$ cat config.mk
export PLATFORM = sky130hd
export DESIGN_NAME = lrfu_decay
export DESIGN_NICKNAME = d
export VERILOG_FILES = /design/src/hw/rtl/lrfu_pkg.sv /design/src/hw/rtl/lrfu_decay.sv
export SDC_FILE = /design/constraint.sdc
export NUM_CORES = 2
export LEC_CHECK = 0
export BUFFER_PORTS_ARGS = -buffer_cell sky130_fd_sc_hd__buf_2
export CAP_MARGIN = 20
export CORE_MARGIN = 1.5
export CORE_UTILIZATION = 63
export DETAILED_ROUTE_END_ITERATION = 12
export PLACE_DENSITY = 0.91
export SYNTH_ARGS = -nofsm -noshare
export SYNTH_HDL_FRONTEND = slang
export SYNTH_SLANG_ARGS = --single-unit
$ cat constraint.sdc
create_clock -name clock -period 9.05 [get_ports clock]
set_input_delay 0 -clock clock [delete_from_list [all_inputs] [get_ports clock]]
set_output_delay 0 -clock clock [all_outputs]
set_load 0.02 [all_outputs]
$ cat src/hw/rtl/lrfu_pkg.sv
// Shared constants, codes and the fractional decay table of the LRFU store.
// No dependencies; used by lrfu_decay and lrfu_cache_replacement.
package lrfu_pkg;

   localparam int WEIGHT_W = 32;
   localparam int TIME_W   = 32;
   localparam int CAP_W    = 7;
   localparam int LAM_W    = 9;
   localparam int FAC_W    = 17;
   localparam int MODE_W   = 2;

   localparam logic [WEIGHT_W-1:0] WEIGHT_ONE = 32'h0001_0000;
   localparam logic [CAP_W-1:0]    CAP_RESET  = 7'd64;
   localparam logic [LAM_W-1:0]    LAM_RESET  = 9'd128;

   // request codes
   localparam logic [MODE_W-1:0] MODE_INSERT = 2'd0;
   localparam logic [MODE_W-1:0] MODE_ACCESS = 2'd1;
   localparam logic [MODE_W-1:0] MODE_LOOKUP = 2'd2;
   localparam logic [MODE_W-1:0] MODE_CLEAR  = 2'd3;

   // register indexes
   localparam logic REG_CAPACITY = 1'b0;
   localparam logic REG_LAMBDA   = 1'b1;

   // round(2^-(2^k/256) * 65536)
   function automatic logic [15:0] frac_tab(input logic [2:0] k);
      logic [15:0] r;
      case (k)
         3'd0: r = 16'd65359;
         3'd1: r = 16'd65182;
         3'd2: r = 16'd64830;
         3'd3: r = 16'd64132;
         3'd4: r = 16'd62757;
         3'd5: r = 16'd60097;
         3'd6: r = 16'd55109;
         3'd7: r = 16'd46341;
         default: r = 16'd0;
      endcase
      return r;
   endfunction

endpackage

$ cat src/hw/rtl/lrfu_decay.sv
// Pipelined weight decay: w * 2^-(elapsed*lambda/256) in Q16.16, eleven stages.
// Uses lrfu_pkg for widths and the fractional table; carries a tag along.
module lrfu_decay #(
   parameter int TAG_W = 96
) (
   input  logic                            clock,
   input  logic                            reset,
   input  logic                            in_valid,
   input  logic [lrfu_pkg::TIME_W-1:0]     in_elapsed,
   input  logic [lrfu_pkg::LAM_W-1:0]      in_lambda,
   input  logic [lrfu_pkg::WEIGHT_W-1:0]   in_weight,
   input  logic [TAG_W-1:0]                in_tag,
   output logic                            out_valid,
   output logic [lrfu_pkg::WEIGHT_W-1:0]   out_decayed,
   output logic [TAG_W-1:0]                out_tag
);

   localparam int P_W = lrfu_pkg::TIME_W + lrfu_pkg::LAM_W;
   localparam int NSTG = 9;

   // stage 0 holds the exponent split, stages 1..8 apply one table factor each
   logic                           sv_ff  [NSTG];
   logic [lrfu_pkg::FAC_W-1:0]     sfac_ff[NSTG];
   logic [7:0]                     sf_ff  [NSTG];
   logic                           sbig_ff[NSTG];
   logic [4:0]                     sn_ff  [NSTG];
   logic [lrfu_pkg::WEIGHT_W-1:0]  sw_ff  [NSTG];
   logic [TAG_W-1:0]               stag_ff[NSTG];

   logic [lrfu_pkg::FAC_W-1:0]     fac_in [NSTG];
   logic [P_W-1:0]                 p;

   logic                           cv_ff;
   logic [33:0]                    cm_ff;
   logic                           cbig_ff;
   logic [4:0]                     cn_ff;
   logic [TAG_W-1:0]               ctag_ff;
   logic [49:0]                    cprod;

   logic                           ov_ff;
   logic [lrfu_pkg::WEIGHT_W-1:0]  od_ff;
   logic [TAG_W-1:0]               otag_ff;

   assign p = P_W'(in_elapsed) * P_W'(in_lambda);

   // next factor for each table stage
   always_comb begin
      logic [32:0] prod;
      fac_in[0] = sfac_ff[0];
      for (int j = 1; j < NSTG; j++) begin
         prod = 33'(sfac_ff[j-1]) * 33'(lrfu_pkg::frac_tab(3'(NSTG - 1 - j)));
         prod = prod + 33'd32768;
         if (sf_ff[j-1][NSTG-1-j]) begin
            fac_in[j] = prod[32:16];
         end else begin
            fac_in[j] = sfac_ff[j-1];
         end
      end
   end

   assign cprod = 50'(sw_ff[NSTG-1]) * 50'(sfac_ff[NSTG-1]) + 50'd32768;

   // advance valid bits
   always_ff @(posedge clock) begin
      if (reset) begin
         for (int j = 0; j < NSTG; j++) begin
            sv_ff[j] <= 1'b0;
         end
         cv_ff <= 1'b0;
         ov_ff <= 1'b0;
      end else begin
         sv_ff[0] <= in_valid;
         for (int j = 1; j < NSTG; j++) begin
            sv_ff[j] <= sv_ff[j-1];
         end
         cv_ff <= sv_ff[NSTG-1];
         ov_ff <= cv_ff;
      end
   end

   // advance payload
   always_ff @(posedge clock) begin
      sfac_ff[0] <= lrfu_pkg::FAC_W'(lrfu_pkg::WEIGHT_ONE);
      sf_ff[0]   <= p[7:0];
      sbig_ff[0] <= |p[P_W-1:13];
      sn_ff[0]   <= p[12:8];
      sw_ff[0]   <= in_weight;
      stag_ff[0] <= in_tag;
      for (int j = 1; j < NSTG; j++) begin
         sfac_ff[j] <= fac_in[j];
         sf_ff[j]   <= sf_ff[j-1];
         sbig_ff[j] <= sbig_ff[j-1];
         sn_ff[j]   <= sn_ff[j-1];
         sw_ff[j]   <= sw_ff[j-1];
         stag_ff[j] <= stag_ff[j-1];
      end
      cm_ff   <= cprod[49:16];
      cbig_ff <= sbig_ff[NSTG-1];
      cn_ff   <= sn_ff[NSTG-1];
      ctag_ff <= stag_ff[NSTG-1];
      if (cbig_ff) begin
         od_ff <= '0;
      end else begin
         od_ff <= lrfu_pkg::WEIGHT_W'(cm_ff >> cn_ff);
      end
      otag_ff <= ctag_ff;
   end

   assign out_valid   = ov_ff;
   assign out_decayed = od_ff;
   assign out_tag     = otag_ff;

endmodule

# Word level (Yosys, flattened, before mapping)
# Memories as Yosys holds them, arrays and structs flattened. A register that Yosys moved wholly into a read port is not among the register bits.
# Index checks and enable logic that the tools add are counted.
# totals
regBits,163
ramBits,1440
inputBits,172
out_inout_bits,129
elab_cells,61
memories,7
# op_classes
addsub,9
multipliers,10
shifts,1
n_mux,20
n_bitwise,9
n_reduce_logical,1
# mem_list
name,depth,word_bits,read_ports,rd_ports_with_merged_regs,write_ports,line,text
stag_ff,9,96,9,1,9,lrfu_decay.sv:28,logic [TAG_W-1:0] stag_ff[NSTG];
sw_ff,9,32,9,0,9,lrfu_decay.sv:27,logic [lrfu_pkg::WEIGHT_W-1:0] sw_ff [NSTG];
sfac_ff,9,17,9,0,9,lrfu_decay.sv:23,logic [lrfu_pkg::FAC_W-1:0] sfac_ff[NSTG];
sf_ff,9,8,8,0,9,lrfu_decay.sv:24,logic [7:0] sf_ff [NSTG];
sn_ff,9,5,9,1,9,lrfu_decay.sv:26,logic [4:0] sn_ff [NSTG];
sbig_ff,9,1,9,1,9,lrfu_decay.sv:25,logic sbig_ff[NSTG];
1 more memories,-,-,-,-,-,-,
# op_table
op,count
$add 33x16->33 const B,8
$mul 17x16->33 const B,5
$mux 17,8
$mul 17x15->32 const B,2
$add 49x16->50 const B,1
$mul 32x17->49,1
$mul 32x9->41,1
$shr 34x5->32,1
$mul 17x14->31 const B,1
$reduce_or 28->1,1
$mux 1,12
$or 1x1->1,9

# Longest topological paths before layout
# An unclocked memory read counts as a cell.
# logic_depth
word_depth,4
depth_mapped,27
mapped_depth_nobuf,26

# Worst setup path after synthesis
# Ideal clock, no wire load.
# synth_timing
path_kind,register to register
start,memory sfac_ff[0][99] in the netlist's numbering
end,memory sfac_ff[0][118] in the netlist's numbering
setup_ns,0.127
t_arrival_ns,6.745
required_ns,8.923
slack_ns,2.178
path_stages_with_launch,23
n_path_buf,1
period_less_slack_ns,6.872
cell_sequence,dfxtp_1 -> inv_1 -> fa_1 -> fa_1 -> inv_1 -> fa_1 -> fa_1 -> fa_1 -> fa_1 -> ha_1 -> buf_2 -> or2_1 -> a21o_1 -> a21o_1 -> and3_1 -> a221oi_1 -> xnor2_1 -> nand2_1 -> nor4_4 -> nand3_1 -> o31a_1 -> nor4bb_1 -> or3_1
# synth_rtl
item,line
"start, declared",lrfu_decay.sv:23

==> flow_summary.yaml <==
logic_synthesis:
  synth.distinct_cells: 97
  ys_seq_elements: 1634
  synthTopCellsByArea: "dfxtp_1 (36%), fa_1 (27%), ha_1 (13%)"
  yosysTopAreaCellShare_pct: 35.9
  synth_compound_area_share_pct: 4.23
  synth_xor_xnor_area_share_pct: 2.18
  synthSimpleGateAreaFrac_pct: 7.98
  yosysWarnings: 0
  yosysSeqAreaShare_pct: 35.9
  synthCells: 7993
  syn_area_sq_um: 91200
  synth_ff_type: "dfxtp_1"
  synth.most_common_cell: "dfxtp_1"
  async_reset_ff_share_pct: 0
  synth_mux_area_share_pct: 1.62
  synth_area_leader_cell: "dfxtp_1"
  synth_top_family_by_area: "adder cells"
  synth_common_cells: "dfxtp_1 (1634), inv_1 (1611), fa_1 (1247)"
  synthAdderAreaFrac_pct: 40.7
  syn_avg_cell_area_sq_um: 11.4
  synth-edff-count: 0
final_layout:
  drive_gt1_share_pct: 8.17
  nNetsFinal: 11000
  syn_to_final_growth_pct: 12.9
  multi_input_comb_area_sq_um: 51800
  n_fill_cell: 9249
  seq_area_sq_um: 32700
worst_setup_path:
  critPathKind: "flop to flop"
  crit_arrival_ps: 8810
  reg2reg_from: "sfac_ff[0][139]"
  path_buf_inv: 4
  path_common_cell: "fa_1"
  slowest_stage: "dfxtp_1"
  r2r_cells: 21
  crit_path_max_fanout: 18
  path_delay_family: "adder cells"
  critPathCaptureType: "flop"
  reg2reg_to: "cm_ff[29]"
  crit_chain: "buf_4, nand2_1, fa_1, inv_1, fa_1, inv_1, fa_1, fa_1, fa_1, fa_1, inv_1, ha_1, nand4_1, or2_2, o21ai_0, a41oi_1, o21ai_0, nor2_1, nor2b_1, nor2_1, xnor2_1"
  critPathMaxStageDelay_ps: 880
  start_kind: "flop"
  r2r_setup_slack_ps: 950
  required_ps: 9750
placed_design:
  port_buffers: 300
  routabilityCongestion: 0.938
  hpwl_um: 148000
flow_run:
  max_cap_viol_count: 0
grt:
  grt_pass1_wl_um: 340000
  grt_pass1_vias: 64600
  grt_antenna_before_repair: 22
  overflow: 0
  grt_util_all_layers_pct: 29.8
  grt_max_degree: 42
floorplan:
  die_w_um: 384
  row_count: 139
  die_h_um: 384
  dieArea_sq_um: 147000
  coreArea_sq_um: 144000
  initial_utilization_pct: 63.5
  pin_count: 301
route:
  drc_errors: 20
  first_pass_iters: 11
  ant_nets: 0
  drt_wl_total_um: 213000
  vias_per_cell: 5.41
  avgRoutedWirePerCell_um: 20.1
  vias: 57400
  drt-initial-drc-count: 3554
clocking:
  cts.sinks: 1634
  cts_buffer_depth: 3
  cts_buffers: 156
  cts_tree: "built"
  cts-htree-levels: 4
  root_buffer: "clkbuf_16"
  clk_latency_ps: 820
  clkTransAtPathRegs_ps: 80
timing:
  worst_pin_slew_ps: 1080
  rsz0062_at_grt: "no"
  fin_crit_sh_pct: 89.5
  finalClockSkew_ps: 52.2
  relSlewSlack_pct: 27.9
  hold_viol: 0
  fin_tns_setup_ps: 0
  fmax_ghz: 0.123
  period_needed_ps: 8100
  drv_slew: 0
  setup-violations-final: 0
status:
  status: "finished with violations"
  violations: "DRC"
worst_hold_path:
  worstHoldPathType: "input port to flop"
  min_from: "reset"
  worstHoldPathCells: 3
  min_to: "sv_ff[2]"
## cells in the final DEF (no fill, tap or decap), drive strengths merged, types with 29 or more instances in the layout
master	n
nor2b	50
fa	1247
a21oi	180
nand3	42
nor2	177
nor3	32
ha	976
o21ai	108
dlygate4sd3	264
inv	1627
dfxtp	1634
nand2	476
clkbuf	203
a21o	90
a211oi	29
clkinv	45
and2	495
mux2	54
xor2	74
xnor2	152
buf	326
mux2i	37
## worst register-to-register path, cell delays in order (launching register included)
cell and delay [ps]:
dfxtp_1 880, buf_4 360, nand2_1 110, fa_1 530, inv_1 60, fa_1 530, inv_1 50, fa_1 490
fa_1 570, fa_1 440, fa_1 500, inv_1 50, ha_1 340, nand4_1 130, or2_2 300, o21ai_0 660
a41oi_1 450, o21ai_0 580, nor2_1 200, nor2b_1 290, nor2_1 140, xnor2_1 320
## flip-flops by register name, summed over array words and instances (netlist names)
| signal | flops |
|---|---|
| sbig_ff | 9 |
| ctag_ff | 96 |
| sn_ff | 45 |
| cv_ff | 1 |
| stag_ff | 864 |
| out_valid | 1 |
| sw_ff | 288 |
| sf_ff | 36 |
| cn_ff | 5 |
| out_decayed | 32 |
| sfac_ff | 117 |
| cm_ff | 34 |
| cbig_ff | 1 |
| out_tag | 96 |
| sv_ff | 9 |
## routing by layer
metal  part of all wire, %  GRT usage (%)  vias up
met1                    36           33.9    28300
met2                    50           51.5     2413
met5                 0.077              0        -
met3                   7.5           7.14      878
met4                   5.9           16.1       20
li1                      -              -    25700
## cell families after synthesis
kind of cell	after synthesis
xor gates and xnor gates	226
adders and majority gates	2223
DFF	1634
other	2
and+or+nand+nor	1417
buffers and inverters	1792
muxes	113
AOI/OAI and AO/OA	586
## cell type report
type,count,share of cell area (%)
multi-input combinational,4568,50.3
sequential,1634,31.8
inverter,1611,5.87
timing repair buffer,590,4.33
clock buffer,203,4.20
tap,1903,2.31
clock inverter,83,1.21
antenna,8,0.0194
## how the worst max path moves through the flow
stage	cells past startpoint	end	slack, ps	startpoint
global placement	22	cm_ff[33]	1790	sfac_ff[0][150]
detailed placement	22	cm_ff[33]	1400	sfac_ff[0][150]
finish	21	cm_ff[29]	950	sfac_ff[0][139]
global route	21	cm_ff[29]	560	sfac_ff[0][139]
floorplan	22	sfac_ff[0][118]	2180	sfac_ff[0][99]
CTS	21	cm_ff[29]	1180	sfac_ff[0][139]
## what timing repair did
| item | 4_1_cts | 5_1_grt |
|---|---|---|
| hold endpoints to repair | 144 | 0 |
| buffers inserted | 0 | 0 |
| resized for setup | 0 | 0 |
| hold buffers | 264 | 0 |
## per-stage QoR
| stage | instance area, sq um | std cells | utilization, % | setup WS, ps | hold WS [ps] |
|---|---|---|---|---|---|
| 2_1_floorplan | 91200 | 7994 | - | 2180 | 27.7 |
| 3_3_place_gp | 94600 | 10000 | 65.8 | 1790 | 102 |
| 3_5_place_dp | 94600 | 10000 | 65.8 | 1400 | 104 |
| 4_1_cts | 103000 | 10600 | 71.6 | 1180 | 39.5 |
| 5_1_grt | 103000 | 10600 | 71.7 | 557 | 84.8 |
| 6_report | 103000 | 10600 | 71.7 | 946 | 106 |
Power is not shown: default switching activity piles up to over one toggle a cycle in this logic, so the estimate is an artifact.
